[src/hdl/snrr_pkg.sv]
`timescale 1ns / 1ps
package snrr_pkg;

	localparam int PAYLOAD_MAX_DEF = 15;
	localparam int FLUSH_COUNT_DEF = 8;
	localparam int RESULT_LIMIT    = 8;
	localparam int QUEUE_DEPTH     = 4;

	localparam int S_TDATA_W = 8;
	localparam int M_TDATA_W = 40;

	localparam logic [7:0] SYNC_BYTE   = 8'h54;
	localparam logic [7:0] HDB2_ACK    = 8'h52;
	localparam logic [7:0] HDB2_NAK    = 8'h53;
	localparam logic [7:0] HDB1_REPLY  = 8'h30;
	localparam logic [5:0] HDB2_TAG    = 6'b010100;
	localparam logic [3:0] HDB1_TAG    = 4'b0011;
	localparam logic [1:0] ACK_REQUEST = 2'b01;

	// maxim crc-8, reflected poly 0x8c, one byte per call
	localparam logic [7:0] CRC_BITS [8] = '{
		8'h5e, 8'hbc, 8'h61, 8'hc2, 8'h9d, 8'h23, 8'h46, 8'h8c
	};

	typedef enum logic [3:0] {
		PH_IDLE      = 4'd0,
		PH_SYNC      = 4'd1,
		PH_HDB2      = 4'd2,
		PH_HDB1      = 4'd3,
		PH_DAB       = 4'd4,
		PH_DATA      = 4'd5,
		PH_CRC       = 4'd6,
		PH_DAB_PASS  = 4'd7,
		PH_DATA_PASS = 4'd8
	} rx_phase_t;

	typedef enum logic [2:0] {
		JOB_STATUS  = 3'd0,
		JOB_PAYLOAD = 3'd1,
		JOB_FWD1    = 3'd2,
		JOB_FWD4    = 3'd3,
		JOB_REPLY   = 3'd4,
		JOB_FLUSH   = 3'd5
	} job_kind_t;

	typedef enum logic [0:0] {
		OP_BYTE    = 1'b0,
		OP_RELEASE = 1'b1
	} opcode_t;

	typedef struct packed {
		logic       packet_ready;
		logic [7:0] reply_address;
		logic       forwarding;
		logic       header_error;
	} status_t;

	typedef struct packed {
		job_kind_t  kind;
		logic [7:0] byte_a;   // received byte, or reply destination
		logic [7:0] byte_b;   // saved hdb2, or reply hdb2
		logic [7:0] byte_c;   // saved hdb1
		logic [3:0] pidx;
		status_t    status;
	} job_t;

	function automatic logic [7:0] crc8_feed(input logic [7:0] acc, input logic [7:0] b);
		logic [7:0] v;
		logic [7:0] r;
		v = b ^ acc;
		r = '0;
		for (int k = 0; k < 8; k++) begin
			if (v[k]) begin
				r = r ^ CRC_BITS[k];
			end
		end
		return r;
	endfunction

endpackage

[src/hdl/snrr_front.sv]
`timescale 1ns / 1ps
// receive state machine: one input transfer per cycle while the job queue is not full, one job out per transfer
module snrr_front #(
	parameter int PAYLOAD_MAX = snrr_pkg::PAYLOAD_MAX_DEF
) (
	input  logic               clk,
	input  logic               arst_n,
	input  logic               in_valid,
	output logic               in_ready,
	input  logic               in_op,
	input  logic [7:0]         in_byte,
	input  logic [7:0]         dev_addr,
	input  logic               queue_full,
	output logic               push,
	output snrr_pkg::job_t     job
);

	localparam logic [3:0] LEN_CAP = 4'(PAYLOAD_MAX);

	snrr_pkg::rx_phase_t phase_q, phase_d;
	logic [7:0] hdb2_q, hdb2_d;
	logic [7:0] hdb1_q, hdb1_d;
	logic [4:0] len_q, len_d;
	logic [7:0] src_q, src_d;
	logic [3:0] idx_q, idx_d;
	logic [7:0] crc_q, crc_d;
	logic       ack_q, ack_d;
	logic       lock_q, lock_d;
	logic       pass_q, pass_d;
	logic       abort_q, abort_d;
	logic [7:0] last_src_q, last_src_d;
	logic       herr;
	logic [4:0] len_dec;

	assign in_ready = !queue_full;
	assign push     = in_valid && in_ready;
	assign len_dec  = (len_q != 5'd0) ? len_q - 5'd1 : 5'd0;

	always_comb begin
		phase_d    = phase_q;
		hdb2_d     = hdb2_q;
		hdb1_d     = hdb1_q;
		len_d      = len_q;
		src_d      = src_q;
		idx_d      = idx_q;
		crc_d      = crc_q;
		ack_d      = ack_q;
		lock_d     = lock_q;
		pass_d     = pass_q;
		abort_d    = abort_q;
		last_src_d = last_src_q;
		herr       = 1'b0;
		job.kind   = snrr_pkg::JOB_STATUS;
		job.byte_a = in_byte;
		job.byte_b = hdb2_q;
		job.byte_c = hdb1_q;
		job.pidx   = idx_q;
		if (in_op == snrr_pkg::OP_RELEASE) begin
			lock_d = 1'b0;
		end else begin
			case (phase_q)
				snrr_pkg::PH_IDLE: begin
					if (in_byte == snrr_pkg::SYNC_BYTE) begin
						phase_d = snrr_pkg::PH_SYNC;
						abort_d = 1'b0;
					end
				end
				snrr_pkg::PH_SYNC: begin
					hdb2_d = in_byte;
					if (in_byte[7:2] != snrr_pkg::HDB2_TAG) begin
						herr = 1'b1;
					end else begin
						ack_d   = (in_byte[1:0] == snrr_pkg::ACK_REQUEST);
						crc_d   = snrr_pkg::crc8_feed(8'h00, in_byte);
						phase_d = snrr_pkg::PH_HDB2;
					end
				end
				snrr_pkg::PH_HDB2: begin
					hdb1_d = in_byte;
					if (in_byte[7:4] != snrr_pkg::HDB1_TAG) begin
						herr = 1'b1;
					end else begin
						len_d   = {1'b0, (in_byte[3:0] > LEN_CAP) ? LEN_CAP : in_byte[3:0]};
						crc_d   = snrr_pkg::crc8_feed(crc_q, in_byte);
						phase_d = snrr_pkg::PH_HDB1;
					end
				end
				snrr_pkg::PH_HDB1: begin
					if (in_byte != dev_addr) begin
						job.kind = snrr_pkg::JOB_FWD4;
						phase_d  = snrr_pkg::PH_DAB_PASS;
						ack_d    = 1'b0;
						pass_d   = 1'b1;
					end else begin
						crc_d   = snrr_pkg::crc8_feed(crc_q, in_byte);
						phase_d = snrr_pkg::PH_DAB;
					end
				end
				snrr_pkg::PH_DAB: begin
					if (lock_q) begin
						// busy: nak straight back to the incoming source
						job.kind   = snrr_pkg::JOB_REPLY;
						job.byte_b = snrr_pkg::HDB2_NAK;
						ack_d      = 1'b0;
						abort_d    = 1'b1;
						phase_d    = snrr_pkg::PH_IDLE;
					end else begin
						src_d   = in_byte;
						idx_d   = 4'd0;
						crc_d   = snrr_pkg::crc8_feed(crc_q, in_byte);
						phase_d = (len_q == 5'd0) ? snrr_pkg::PH_CRC : snrr_pkg::PH_DATA;
					end
				end
				snrr_pkg::PH_DATA: begin
					job.kind = snrr_pkg::JOB_PAYLOAD;
					idx_d    = idx_q + 4'd1;
					crc_d    = snrr_pkg::crc8_feed(crc_q, in_byte);
					len_d    = len_dec;
					if (len_dec == 5'd0) begin
						phase_d = snrr_pkg::PH_CRC;
					end
				end
				snrr_pkg::PH_CRC: begin
					job.byte_a = src_q;
					job.byte_b = snrr_pkg::HDB2_NAK;
					if (in_byte == crc_q) begin
						job.byte_b = snrr_pkg::HDB2_ACK;
						lock_d     = 1'b1;
						last_src_d = src_q;
					end
					if (ack_q) begin
						job.kind = snrr_pkg::JOB_REPLY;
						ack_d    = 1'b0;
					end
					phase_d = snrr_pkg::PH_IDLE;
				end
				snrr_pkg::PH_DAB_PASS: begin
					job.kind = snrr_pkg::JOB_FWD1;
					len_d    = len_q + 5'd1;
					phase_d  = snrr_pkg::PH_DATA_PASS;
				end
				snrr_pkg::PH_DATA_PASS: begin
					job.kind = snrr_pkg::JOB_FWD1;
					if (len_q > 5'd1) begin
						len_d = len_q - 5'd1;
					end else begin
						phase_d = snrr_pkg::PH_IDLE;
						pass_d  = 1'b0;
					end
				end
				default: begin
					herr = 1'b1;
				end
			endcase
			if (herr) begin
				// bad header: flush unless this packet was already aborted
				job.kind = abort_q ? snrr_pkg::JOB_STATUS : snrr_pkg::JOB_FLUSH;
				ack_d    = 1'b0;
				lock_d   = 1'b0;
				pass_d   = 1'b0;
				phase_d  = snrr_pkg::PH_IDLE;
			end
		end
		job.status.packet_ready  = lock_d;
		job.status.reply_address = last_src_d;
		job.status.forwarding    = pass_d;
		job.status.header_error  = herr;
	end

	always_ff @(posedge clk or negedge arst_n) begin
		if (!arst_n) begin
			phase_q    <= snrr_pkg::PH_IDLE;
			hdb2_q     <= '0;
			hdb1_q     <= '0;
			len_q      <= '0;
			src_q      <= '0;
			idx_q      <= '0;
			crc_q      <= '0;
			ack_q      <= 1'b0;
			lock_q     <= 1'b0;
			pass_q     <= 1'b0;
			abort_q    <= 1'b0;
			last_src_q <= '0;
		end else if (push) begin
			phase_q    <= phase_d;
			hdb2_q     <= hdb2_d;
			hdb1_q     <= hdb1_d;
			len_q      <= len_d;
			src_q      <= src_d;
			idx_q      <= idx_d;
			crc_q      <= crc_d;
			ack_q      <= ack_d;
			lock_q     <= lock_d;
			pass_q     <= pass_d;
			abort_q    <= abort_d;
			last_src_q <= last_src_d;
		end
	end

endmodule

[src/hdl/snrr_fifo.sv]
`timescale 1ns / 1ps
// short job queue between front and back
module snrr_fifo (
	input  logic           clk,
	input  logic           arst_n,
	input  logic           push,
	input  snrr_pkg::job_t wr_data,
	output logic           full,
	input  logic           pop,
	output logic           valid,
	output snrr_pkg::job_t rd_data
);

	localparam int DEPTH = snrr_pkg::QUEUE_DEPTH;
	localparam int PTR_W = $clog2(DEPTH);
	localparam int CNT_W = $clog2(DEPTH + 1);
	localparam logic [PTR_W-1:0] PTR_LAST = PTR_W'(DEPTH - 1);

	snrr_pkg::job_t   mem_q [DEPTH];
	logic [PTR_W-1:0] wr_ptr_q;
	logic [PTR_W-1:0] rd_ptr_q;
	logic [CNT_W-1:0] count_q;

	assign full    = (count_q == CNT_W'(DEPTH));
	assign valid   = (count_q != '0);
	assign rd_data = mem_q[rd_ptr_q];

	always_ff @(posedge clk) begin
		if (push) begin
			mem_q[wr_ptr_q] <= wr_data;
		end
	end

	always_ff @(posedge clk or negedge arst_n) begin
		if (!arst_n) begin
			wr_ptr_q <= '0;
			rd_ptr_q <= '0;
			count_q  <= '0;
		end else begin
			if (push) begin
				wr_ptr_q <= (wr_ptr_q == PTR_LAST) ? '0 : wr_ptr_q + 1'b1;
			end
			if (pop) begin
				rd_ptr_q <= (rd_ptr_q == PTR_LAST) ? '0 : rd_ptr_q + 1'b1;
			end
			if (push && !pop) begin
				count_q <= count_q + 1'b1;
			end else if (pop && !push) begin
				count_q <= count_q - 1'b1;
			end
		end
	end

endmodule

[src/hdl/snrr_back.sv]
`timescale 1ns / 1ps
// expands one job into its run of output transfers, one per cycle while out_ready does not stall it
module snrr_back #(
	parameter int FLUSH_COUNT = snrr_pkg::FLUSH_COUNT_DEF
) (
	input  logic                             clk,
	input  logic                             arst_n,
	input  logic                             job_valid,
	input  snrr_pkg::job_t                   job_head,
	output logic                             pop,
	input  logic [7:0]                       dev_addr,
	output logic                             out_valid,
	input  logic                             out_ready,
	output logic [snrr_pkg::M_TDATA_W-1:0]   out_data,
	output logic                             out_last
);

	localparam int FLUSH_N = (FLUSH_COUNT > snrr_pkg::RESULT_LIMIT) ?
		snrr_pkg::RESULT_LIMIT : FLUSH_COUNT;
	localparam logic [2:0] FLUSH_LAST = 3'(FLUSH_N - 1);
	localparam int PAD_W = snrr_pkg::M_TDATA_W - 33;

	snrr_pkg::job_t job_q;
	logic           busy_q;
	logic [2:0]     step_q;
	logic [7:0]     crc_q;
	logic           o_valid_q;
	logic [snrr_pkg::M_TDATA_W-1:0] o_data_q;
	logic           o_last_q;

	logic       can_emit;
	logic       last_step;
	logic [2:0] step_last;
	logic       txv;
	logic [7:0] txb;
	logic       pv;

	assign can_emit  = busy_q && (!o_valid_q || out_ready);
	assign last_step = (step_q == step_last);
	assign pop       = job_valid && (!busy_q || (can_emit && last_step));

	always_comb begin
		step_last = 3'd0;
		txv       = 1'b0;
		txb       = 8'h00;
		pv        = 1'b0;
		case (job_q.kind)
			snrr_pkg::JOB_STATUS: begin
				step_last = 3'd0;
			end
			snrr_pkg::JOB_PAYLOAD: begin
				pv = 1'b1;
			end
			snrr_pkg::JOB_FWD1: begin
				txv = 1'b1;
				txb = job_q.byte_a;
			end
			snrr_pkg::JOB_FWD4: begin
				step_last = 3'd3;
				txv       = 1'b1;
				case (step_q)
					3'd0:    txb = snrr_pkg::SYNC_BYTE;
					3'd1:    txb = job_q.byte_b;
					3'd2:    txb = job_q.byte_c;
					default: txb = job_q.byte_a;
				endcase
			end
			snrr_pkg::JOB_REPLY: begin
				step_last = 3'd5;
				txv       = 1'b1;
				case (step_q)
					3'd0:    txb = snrr_pkg::SYNC_BYTE;
					3'd1:    txb = job_q.byte_b;
					3'd2:    txb = snrr_pkg::HDB1_REPLY;
					3'd3:    txb = job_q.byte_a;
					3'd4:    txb = dev_addr;
					default: txb = crc_q;
				endcase
			end
			snrr_pkg::JOB_FLUSH: begin
				step_last = FLUSH_LAST;
				txv       = 1'b1;
			end
			default: begin
				step_last = 3'd0;
			end
		endcase
	end

	always_ff @(posedge clk or negedge arst_n) begin
		if (!arst_n) begin
			busy_q    <= 1'b0;
			step_q    <= '0;
			o_valid_q <= 1'b0;
		end else begin
			if (can_emit) begin
				o_valid_q <= 1'b1;
				step_q    <= last_step ? 3'd0 : step_q + 3'd1;
			end else if (out_ready) begin
				o_valid_q <= 1'b0;
			end
			if (pop) begin
				busy_q <= 1'b1;
			end else if (can_emit && last_step) begin
				busy_q <= 1'b0;
			end
		end
	end

	always_ff @(posedge clk) begin
		if (pop) begin
			job_q <= job_head;
		end
		if (can_emit) begin
			// reply crc runs over hdb2, hdb1, destination and source
			if (step_q == 3'd0) begin
				crc_q <= 8'h00;
			end else if (step_q < 3'd5) begin
				crc_q <= snrr_pkg::crc8_feed(crc_q, txb);
			end
			o_last_q <= last_step;
			o_data_q <= {
				{PAD_W{1'b0}},
				job_q.status.header_error,
				job_q.status.forwarding,
				job_q.status.reply_address,
				job_q.status.packet_ready,
				pv ? job_q.byte_a : 8'h00,
				pv ? job_q.pidx : 4'h0,
				pv,
				txb,
				txv
			};
		end
	end

	assign out_valid = o_valid_q;
	assign out_data  = o_data_q;
	assign out_last  = o_last_q;

endmodule

[src/hdl/snap_ring_node_receiver.sv]
`timescale 1ns / 1ps
// ring node receiver: takes one transfer per cycle (a received byte or a lock release)
// while the four-entry job queue has room, and answers every input transfer with a
// run of 1 to 8 output transfers closed by tlast. a byte inside a packet gives one
// transfer, a foreign header gives four, an ack or nak reply six and a header error
// min(FLUSH_COUNT, 8) zero bytes, so the sustained rate is set by the back end, which
// drives one output transfer per cycle while m_axis_tready does not stall it. the output is
// registered, so the front keeps accepting while a result waits for m_axis_tready.
// device_address is written through cfg_we/cfg_wdata and must only change while idle.
module snap_ring_node_receiver #(
	parameter int PAYLOAD_MAX = snrr_pkg::PAYLOAD_MAX_DEF,
	parameter int FLUSH_COUNT = snrr_pkg::FLUSH_COUNT_DEF
) (
	input  logic                             clk,
	input  logic                             arst_n,
	// input stream
	input  logic                             s_axis_tvalid,
	output logic                             s_axis_tready,
	input  logic [snrr_pkg::S_TDATA_W-1:0]   s_axis_tdata,   // [7:0] rx_byte
	input  logic                             s_axis_tuser,   // [0] opcode
	// result stream
	output logic                             m_axis_tvalid,
	input  logic                             m_axis_tready,
	// [0] tx_valid, [8:1] tx_byte, [9] payload_valid, [13:10] payload_index,
	// [21:14] payload_byte, [22] packet_ready, [30:23] reply_address,
	// [31] forwarding, [32] header_error, [39:33] zero
	output logic [snrr_pkg::M_TDATA_W-1:0]   m_axis_tdata,
	output logic                             m_axis_tlast,
	// device address register
	input  logic                             cfg_we,
	input  logic [7:0]                       cfg_wdata
);

	logic           dev_addr_q;
	logic [7:0]     dev_addr_reg_q;
	logic           push;
	logic           queue_full;
	logic           queue_valid;
	logic           pop;
	snrr_pkg::job_t job_in;
	snrr_pkg::job_t job_head;

	// this node's ring address
	always_ff @(posedge clk or negedge arst_n) begin
		if (!arst_n) begin
			dev_addr_reg_q <= '0;
			dev_addr_q     <= 1'b0;
		end else if (cfg_we) begin
			dev_addr_reg_q <= cfg_wdata;
			dev_addr_q     <= 1'b1;
		end
	end

	// front: phase tracking, header checks, running crc, job classification
	snrr_front #(
		.PAYLOAD_MAX (PAYLOAD_MAX)
	) u_front (
		.clk        (clk),
		.arst_n     (arst_n),
		.in_valid   (s_axis_tvalid),
		.in_ready   (s_axis_tready),
		.in_op      (s_axis_tuser),
		.in_byte    (s_axis_tdata),
		.dev_addr   (dev_addr_reg_q),
		.queue_full (queue_full),
		.push       (push),
		.job        (job_in)
	);

	// jobs wait here so either side can stall on its own
	snrr_fifo u_fifo (
		.clk     (clk),
		.arst_n  (arst_n),
		.push    (push),
		.wr_data (job_in),
		.full    (queue_full),
		.pop     (pop),
		.valid   (queue_valid),
		.rd_data (job_head)
	);

	// back: byte sequencing for forward, reply and flush runs
	snrr_back #(
		.FLUSH_COUNT (FLUSH_COUNT)
	) u_back (
		.clk       (clk),
		.arst_n    (arst_n),
		.job_valid (queue_valid),
		.job_head  (job_head),
		.pop       (pop),
		.dev_addr  (dev_addr_q ? dev_addr_reg_q : 8'h00),
		.out_valid (m_axis_tvalid),
		.out_ready (m_axis_tready),
		.out_data  (m_axis_tdata),
		.out_last  (m_axis_tlast)
	);

endmodule

[config.mk]
export PLATFORM = sky130hd
export DESIGN_NAME = snap_ring_node_receiver
export DESIGN_NICKNAME = d
export VERILOG_FILES = /design/src/hdl/snrr_pkg.sv /design/src/hdl/snrr_front.sv /design/src/hdl/snrr_fifo.sv /design/src/hdl/snrr_back.sv /design/src/hdl/snap_ring_node_receiver.sv
export SDC_FILE = /design/constraint.sdc
export NUM_CORES = 1
export LEC_CHECK = 0
export BUFFER_PORTS_ARGS = -buffer_cell sky130_fd_sc_hd__clkbuf_2
export CORE_UTILIZATION = 66
export DETAILED_ROUTE_END_ITERATION = 10
export PLACE_DENSITY = 0.95
export SETUP_SLACK_MARGIN = 0.15
export SLEW_MARGIN = 20
export SYNTH_ARGS = -nofsm -noshare
export SYNTH_HDL_FRONTEND = slang
export SYNTH_SLANG_ARGS = --single-unit
export TNS_END_PERCENT = 10
[constraint.sdc]
create_clock -name clk -period 7.8 [get_ports clk]
set_clock_uncertainty 0.15 [all_clocks]
set_input_delay 0 -clock clk [delete_from_list [all_inputs] [get_ports clk]]
set_output_delay 0 -clock clk [all_outputs]
set_load 0.03 [all_outputs]
======== Word level (Yosys, flattened, before mapping) ========
Memory sizes are Yosys's and may differ from the RTL's. A register that Yosys moved wholly into a read port is not among the register bits.
Index checks and enable logic that the tools add are counted.
storage, ports and cells
  bits in registers ....................... 120
  RAM bits ................................ 168
  bits of input ports ..................... 22
  output and inout bits ................... 43
  logic and storage cells ................. 406
  memories kept ........................... 1
memory list
  memory        depth  width  read ports  clocked after Yosys merged registers in  wr ports  line             source
  u_fifo.mem_q  4      42     1           1                                        1         snrr_fifo.sv:19  snrr_pkg::job_t mem_q [DEPTH];
cells by class
  add/subtract/negate cells ............... 8
  order comparisons ....................... 3
  eq/ne operators ......................... 41
  multiplexer cells ....................... 241
  bitwise operators ....................... 46
  reductions and logical operators ........ 42
operators by type and width
  kind                  number
  $mux W8               154
  $mux W7               15
  $not A3 Y3            30
  $pmux W8 S5           2
  $not A5 Y5            12
  $pmux W8 S3           2
  $mux W4               9
  $mux W6               6
  $pmux W4 S9           1
  $mux W1               27
  $mux W3               7
  $pmux W5 S4           1
  $mux W19              1
  $eq A4 B3 Y1 const B  4
  $pmux W8 S2           1
  $xor A8 B8 Y8         2
  $mux W5               3
  $pmux W3 S5           1
  $reduce_bool A5 Y1    3
  $eq A3 B2 Y1 const B  4
  $eq A3 B3 Y1 const B  4
  $ne A3 B1 Y1 const B  4
  $reduce_bool A2 Y1    6
  $logic_not A5 Y1      2
  other kinds (49)      80

======== Longest topological paths before layout ========
Gate-level depths: netlist (run 1).
  depth after elaboration ................. 41
  gate-level depth with buffers ........... 15
  gate-level depth less buffers ........... 15

======== Hierarchy ========
From an unflattened synthesis (run 1), not the netlist that was laid out.
second synthesis, totals
  cells, all modules ...................... 988
  area, all modules ....................... 15080.7 sq um
by module, submodules not included
  module                   instances  cells each  area each (sq um)  sequential area each (sq um)
  snrr_fifo                1          257         6536.3             5220.0
  snrr_back                1          313         4126.5             2647.5
  snrr_front               1          391         4005.1             1426.4
  snap_ring_node_receiver  1          27          412.9              225.2

======== Worst setup path after synthesis (run 1) ========
No wires, ideal clock.
  kind .................................... register -> register
  start ................................... register, netlist name u_back.job_q[41]
  end ..................................... register u_fifo.count_q[1]
  library setup time ...................... 0.125 ns
  data arrival time ....................... 4.752 ns
  required time ........................... 7.525 ns
  setup slack ............................. 2.773 ns
  cell stages (with the launch flop) ...... 12
  path buffers ............................ 0
  clock period less this slack ............ 5.027 ns
  path through ............................ edfxtp_1 > nand3b_1 > xnor2_1 > or3_1 > a21oi_2 > nand2_1 > a21oi_1 > inv_1 > ha_1 > inv_1 > fa_1 > mux2_2
between the ends
  cells in the longest elaborated chain, start to end .. 9
  elaborated cells between the ends (all ways) .. 13
  those cells by class .................... 4 x eq/ne; 2 x mux; 7 x reduce/logical
ends and longest elaborated chain
  item                                                  line                           source
  $eq A3 B3 Y1 / $eq A3 B2 Y1 (equally long branches)   snrr_back.sv:47                case (job_q.kind)
  $pmux W3 S3 (*)                                       snrr_back.sv:47
  $eq A3 B3 Y1 (*)                                      snrr_back.sv:39                assign last_step = (step_q == step_last);
  net u_back.last_step                                  snrr_back.sv:32                logic last_step;
  $logic_and A1 B1 Y1 (*)                               snrr_back.sv:40                assign pop = job_valid && (!busy_q || (can_emit && last_step));
  $logic_or A1 B1 Y1 (*)                                snrr_back.sv:40
  $logic_and A1 B1 Y1 (*)                               snrr_back.sv:40
  net pop                                               snap_ring_node_receiver.sv:39  logic pop;
  $logic_not A1 Y1                                      snrr_fifo.sv:46                if (push && !pop) begin
  $logic_and A1 B1 Y1                                   snrr_fifo.sv:46
  $mux W3 / $reduce_bool A2 Y1 (equally long branches)  -
  end signal: assignment                                snrr_fifo.sv:47                count_q <= count_q + 1'b1;
  end signal: assignment                                snrr_fifo.sv:49                count_q <= count_q - 1'b1;
  end: declaration                                      snrr_fifo.sv:22                logic [CNT_W-1:0] count_q;
Mark *: on every way through the listed nets, which the timed path passes. The rest lies on a longest branch.
A chain may end at the register's enable or synchronous reset.

======== Worst setup path after layout (run 1) ========
  start ................................... register, netlist name u_back.job_q[40]
  end ..................................... register u_fifo.count_q[1]
between the ends
  cells in the longest elaborated chain, start to end .. 9
  elaborated cells between the ends (all ways) .. 13
  those cells by class .................... 4 x eq/ne; 2 x mux; 7 x reduce/logical
ends and longest elaborated chain
  item                                                  line
  $eq A3 B3 Y1 / $eq A3 B2 Y1 (equally long branches)   snrr_back.sv:47
  $pmux W3 S3 (*)                                       snrr_back.sv:47
  $eq A3 B3 Y1 (*)                                      snrr_back.sv:39
  net u_back.last_step                                  snrr_back.sv:32
  $logic_and A1 B1 Y1 (*)                               snrr_back.sv:40
  $logic_or A1 B1 Y1 (*)                                snrr_back.sv:40
  $logic_and A1 B1 Y1 (*)                               snrr_back.sv:40
  net pop                                               snap_ring_node_receiver.sv:39
  $logic_not A1 Y1                                      snrr_fifo.sv:46
  $logic_and A1 B1 Y1                                   snrr_fifo.sv:46
  $mux W3 / $reduce_bool A2 Y1 (equally long branches)  -
Marked as above.

==> results.json, run 1 <==
{
  "status": "complete, no violations",
  "drive_above_1_share": 0.2384,
  "firstDrtPassIters": 5,
  "finalPower_mw": 7.153,
  "grt_max_degree": 46,
  "period_needed_ns": 4.029,
  "r2r_cells": 12,
  "yosysUniqueCellTypes": 85,
  "io_buffers": 57,
  "crit_fanout": 45,
  "power_density_nw_per_um2": 430.4,
  "drcViolationCount": 0,
  "cp.arrival_ns": 4.27,
  "via_per_inst": 6.682,
  "drt-initial-drc-count": 1153,
  "syn_area_um2": 14610,
  "worstMarginPinSlew_ns": 0.9259,
  "layout-area-overhead-vs-synth_pct": 13.77,
  "tns_ns": 0,
  "synth_edf_count": 252,
  "synth_most_common_cell": "edfxtp_1",
  "min_from": "m_axis_tready",
  "synth-async-reset-ratio": 0.2364,
  "whs_path_depth": 4,
  "ys_seq_area_frac": 0.6517,
  "critPathLaunchType": "register",
  "dp_hpwl_um": 20820,
  "clkTransAtPathRegs_ns": 0.06,
  "min_to": "u_back.out_valid",
  "cts_sinks": 330,
  "die-area_um2": 22730,
  "rsz0062_at_grt": "no",
  "multi_input_area_um2": 4767,
  "worst-endpoint-required_ns": 8.04,
  "drt-met1-wl_um": 12840,
  "dpl_worst_slack_ns": 3.890,
  "num_io_pins": 65,
  "post-cts-setup-buffer-count": 0,
  "synthCells": 966,
  "grt.total_usage": 0.3250,
  "slew_violations": 0,
  "synth_common_cells": "edfxtp_1, dfrtp_1, mux2_2",
  "peakVddDrop_uv": 307.0,
  "met2_length_um": 17670,
  "clockBufferDepth": 3,
  "worst_slack_ns": 3.771,
  "synth_seq_cells": 330,
  "yosys_warnings": 0,
  "die_h_um": 150.8,
  "dieWidth_um": 150.8,
  "postSynthAreaPerCell_um2": 15.12,
  "min_period_over_period": 0.5166,
  "cts_buffers": 34,
  "relSlewSlack": 0.3805,
  "synth_top_area_cell": "edfxtp_1",
  "fmax_mhz": 248.2,
  "drv_cap": 0,
  "setup_viol": 0,
  "wl_per_cell_um": 25.96,
  "place.gp.congestion": 0.9499,
  "final_hold_viol_count": 0,
  "cp-end-kind": "register",
  "finish.utilization": 0.7638,
  "r2r_start": "u_back.job_q[40]",
  "num_vias": 9074,
  "ff2ff_setup_slack_ns": 3.77,
  "final_area_um2": 16620,
  "synth_top_cell_area_share": 0.5181,
  "top_layer_used": "met5",
  "antenna_found_initial": 2,
  "seq_area_um2": 9520,
  "insertion_delay_ns": 0.52,
  "insertedDiodeCount": 0,
  "wirelength_um": 35260,
  "synth_area_leaders": "edfxtp_1, dfrtp_1, mux4_2",
  "grt_pass1_vias": 9094,
  "critPathKind": "register to register",
  "initial_core_util": 0.6714,
  "wl_met3_um": 3257,
  "core_area_um2": 21760,
  "yosys_most_used_dff": "edfxtp_1",
  "rows": 54,
  "drtAntennaViolNets": 0,
  "cts_tree": "built",
  "hold_class": "primary input to register",
  "htree_levels": 2,
  "grt-ovfl-total": 0,
  "reg2reg_to": "u_fifo.count_q[1]",
  "clockRootBuffer": "clkbuf_16",
  "fin_nets": 1095,
  "fillerInstances": 1216,
  "dpl_cell_area_um2": 15110,
  "grt_pass1_wl_um": 53610,
  "leakage_nw": 6.277
}
-- metal layers --
layer,track usage,vias to the layer above
met5,0,-
met3,0.06545,139
met2,0.5406,620
met1,0.4195,4502
li1,-,3811
met4,0.1345,2
-- per-stage QoR --
step / hold slack (ns) / std cells
3_3_place_gp: -0.1474 / 1264
2_1_floorplan: -0.4456 / 972
5_1_grt: 0.2858 / 1358
3_5_place_dp: -0.1410 / 1264
6_report: 0.2328 / 1358
4_1_cts: 0.2256 / 1358
-- cell families (layout without fill, tap and decap cells) --
family                     after synthesis  count (layout)  synth area share
DFF                                    330             330            0.6517
and+or+nand+nor                        218             218           0.07924
AOI/OAI and AO/OA                      138             138           0.06493
muxes                                  107             107            0.1143
buffers and inverters                   83             189           0.02587
xor gates and xnor gates                68              68           0.04523
adders and majority gates               21              21           0.01850
other                                    1               7         0.0002567
-- cells in the final DEF, fill, tap and decap left out, drive strengths merged, types with 16 or more instances in the layout --
cell type    instances
dfrtp               78
inv                 28
a21oi               27
xor2                23
edfxtp             252
clkbuf             108
mux4                42
ha                  20
xnor2               41
mux2                58
nor2                48
and2                18
nand2               46
o21ai               43
nand3               16
dlygate4sd3         31
-- worst max-delay path by stage --
| stage | start | to | slack, ns | cells after the start |
|---|---|---|---|---|
| final | u_back.job_q[40] | u_fifo.count_q[1] | 3.77 | 12 |
| after floorplan | u_back.job_q[41] | u_fifo.count_q[1] | 2.77 | 11 |
| after global routing | u_back.job_q[40] | u_fifo.count_q[1] | 3.58 | 12 |
| after global placement | u_back.job_q[40] | u_fifo.count_q[1] | 4.09 | 12 |
| after CTS | u_back.job_q[40] | u_fifo.count_q[1] | 3.81 | 12 |
| after detailed placement | u_back.job_q[40] | u_fifo.count_q[1] | 3.89 | 12 |
-- power breakdown --
group | internal [mW] | switching (mW) | total [mW]
clock | 1.01 | 0.680 | 1.69
sequential | 2.58 | 0.376 | 2.96
combinational | 1.06 | 1.45 | 2.51
-- sequential cells by signal, summed over array words and instances, names as in the netlist, 2 cells and up --
signal              count
u_front.len_q           5
u_front.last_src_q      8
dev_addr_reg_q          8
u_front.phase_q         4
u_front.hdb1_q          8
u_fifo.rd_ptr_q         2
u_front.hdb2_q          8
u_fifo.wr_ptr_q         2
u_back.step_q           3
u_back.job_q           42
u_front.crc_q           8
u_front.src_q           8
u_front.idx_q           4
u_back.crc_q            8
u_fifo.mem_q          168
u_back.out_data        33
u_fifo.count_q          3
-- cell type report --
cell class / instances / share of cell area
Sequential cell: 330 / 0.5729
Multi-Input combinational cell: 559 / 0.2869
Clock buffer: 52 / 0.06137
Timing Repair Buffer: 102 / 0.04307
Tap cell: 280 / 0.02108
Clock inverter: 10 / 0.009035
Inverter: 25 / 0.005647
-- critical path, cell delays in order (launching register included) --
cell and delay [ns]:
edfxtp_1 0.48, nor2b_1 0.62, o21ai_0 0.23, xnor2_1 0.17, a21oi_2 0.20, nand2_1 0.15
a21oi_4 0.16, buf_4 0.56, inv_1 0.10, ha_1 0.25, inv_1 0.09, fa_1 0.42
mux2_2 0.30
-- what timing repair did --
action	in CTS	in global routing
endpoints found under the hold margin	138	0
hold buffers	32	0
gates resized for setup	0	0
No activity file was read; power rests on OpenSTA's default activity.
==> run 2, diff against run 1 <==
--- a/config.mk
+++ b/config.mk
@@ -6,9 +6,9 @@
 export NUM_CORES = 1
 export LEC_CHECK = 0
 export BUFFER_PORTS_ARGS = -buffer_cell sky130_fd_sc_hd__clkbuf_2
-export CORE_UTILIZATION = 66
+export CORE_UTILIZATION = 62
 export DETAILED_ROUTE_END_ITERATION = 10
-export PLACE_DENSITY = 0.95
+export PLACE_DENSITY = 0.92
 export SETUP_SLACK_MARGIN = 0.15
 export SLEW_MARGIN = 20
 export SYNTH_ARGS = -nofsm -noshare
==> constraint.sdc (replaced) <==
create_clock -name clk -period 3.8 [get_ports clk]
set_clock_uncertainty 0.15 [all_clocks]
set_input_delay 0 -clock clk [delete_from_list [all_inputs] [get_ports clk]]
set_output_delay 0 -clock clk [all_outputs]
set_load 0.03 [all_outputs]
==> run 2 against run 1 <==
  * Utilization shrank 3.6 points
  * First-iteration DRC count shrank 20%
  * Sequential cell count stayed put
  * Critical endpoint is now u_back.crc_q[7]
  * Sequential share of layout area fell by 0.073 points
  * Worst hold slack got worse by 0.0094 ns
  * Sequential power grew 100%
  * Design area increased by 0.13%
  * Highest routed layer is now met4
  * Worst setup slack lost 3.3 ns
==> results.json, run 2 (synthesis gave the netlist of run 1 again) <==
{
  "status": "complete, no violations",
  "hold_class": "primary input to register",
  "cp-end-kind": "register",
  "final_cell_mix": "edfxtp_1, dfrtp_1, mux2_2",
  "num_io_pins": 65,
  "fin_nets": 1104,
  "critPathKind": "register to register",
  "fillerInstances": 1387,
  "postCtsHoldBufs": 32,
  "ff2ff_setup_slack_ns": 0.44,
  "post-cts-setup-buffer-count": 0,
  "grt_pass1_wl_um": 52030,
  "post_cts_resized": 0,
  "crit_fanout": 14,
  "htree_levels": 1,
  "clockRootBuffer": "clkbuf_16",
  "critPathLaunch": "u_back.step_q[0]",
  "insertion_delay_ns": 0.57,
  "top_layer_used": "met4",
  "rows": 55,
  "die-area_um2": 24180,
  "wl_met3_um": 2687,
  "via_per_inst": 6.267,
  "io_buffers": 57,
  "initial_core_util": 0.6393,
  "drtAntennaViolNets": 0,
  "grt-ovfl-total": 0,
  "grt_max_degree": 45,
  "power_density_nw_per_um2": 860.2,
  "whs_ns": 0.2234,
  "dp_hpwl_um": 21370,
  "place_inst": 1309,
  "cp.arrival_ns": 3.62,
  "cts_buffers": 31,
  "worstMarginPinSlew_ns": 0.9109,
  "cts_sinks": 330,
  "drt-initial-drc-count": 924,
  "setup_viol": 0,
  "slew_violations": 0,
  "grt_pass1_vias": 9151,
  "critPathLaunchType": "register",
  "drcViolationCount": 0,
  "grt.total_usage": 0.2902,
  "tns_ns": 0,
  "num_vias": 8767,
  "seq_area_um2": 9520,
  "die_h_um": 155.5,
  "rsz0062_at_grt": "no",
  "met2_length_um": 16460,
  "min_period_over_period": 0.8845,
  "dieWidth_um": 155.5,
  "multi_input_area_um2": 4761,
  "leakage_nw": 6.285,
  "period_needed_ns": 3.361,
  "finish.utilization": 0.7283,
  "drive_above_1_share": 0.2449,
  "place.gp.congestion": 0.9380,
  "cts_tree": "built",
  "core_area_um2": 22850,
  "fmax_mhz": 297.5,
  "final_area_um2": 16640,
  "worst-endpoint-required_ns": 4.06,
  "wirelength_um": 33730,
  "firstDrtPassIters": 7,
  "largest_reg_flops": 168,
  "r2r_start": "u_back.step_q[0]",
  "final_cells": 1399,
  "peakVddDrop_uv": 608.6,
  "antenna_found_initial": 0,
  "clkTransAtPathRegs_ns": 0.06,
  "wl_per_cell_um": 24.11,
  "drt-met1-wl_um": 13070,
  "relSlewSlack": 0.3927,
  "min_from": "m_axis_tready",
  "layout-area-overhead-vs-synth_pct": 13.91,
  "top_register": "u_fifo.mem_q",
  "insertedDiodeCount": 0,
  "dpl_cell_area_um2": 15250,
  "final_hold_viol_count": 0,
  "drv_cap": 0,
  "final_common_cell": "edfxtp_1",
  "clockBufferDepth": 3
}
==> run 2: path summary, 6_finish.rpt <==
path                                  endpoint  cells after the start
max                            u_back.crc_q[7]                      9
min                           u_back.out_valid                      4
max reg2reg                    u_back.crc_q[7]                      9
min reg2reg                u_back.out_data[27]                      0
max in group asynchronous   u_fifo.rd_ptr_q[0]                      4
min in group asynchronous     u_front.len_q[3]                      4
==> run 2: per-layer routing <==
metal | vias to the layer above | track usage
met3 | 124 | 0.04791
met5 | - | 0
li1 | 3832 | -
met1 | 4324 | 0.3813
met4 | 0 | 0.1321
met2 | 487 | 0.4798
==> run 2: critical path: stages (launching register included) <==
cell and delay (ns):
dfrtp_1 0.44, inv_1 0.15, ha_1 0.49, nor3_1 0.19
nor4_1 0.57, a211oi_1 0.14, o2bb2ai_2 0.24, xnor3_2 0.33
xor2_2 0.28, mux2i_1 0.23
==> run 2: cell type report <==
type                       count  share of cell area
clock buffer                  43             0.05354
timing repair buffer         114             0.04963
inverter                      25            0.005640
sequential                   330              0.5722
multi-input combinational    559              0.2861
clock inverter                15            0.009325
tap                          313             0.02354
==> run 2: through the flow <==
step                setup slack [ns]  power, mW
floorplan                     0.2399      9.698
CTS                           0.5147      14.31
global placement              0.6213      10.78
detailed placement            0.5217      11.07
finish                        0.4388      14.31
global route                  0.2617      15.00
==> run 2: where the power goes <==
part	switching, mW	total [mW]	internal [mW]	leakage [nW]
combinational	2.91	5.14	2.23	2.40
clock	1.31	3.15	1.84	0.514
sequential	0.726	6.02	5.29	3.37
total	4.95	14.3	9.36	6.28
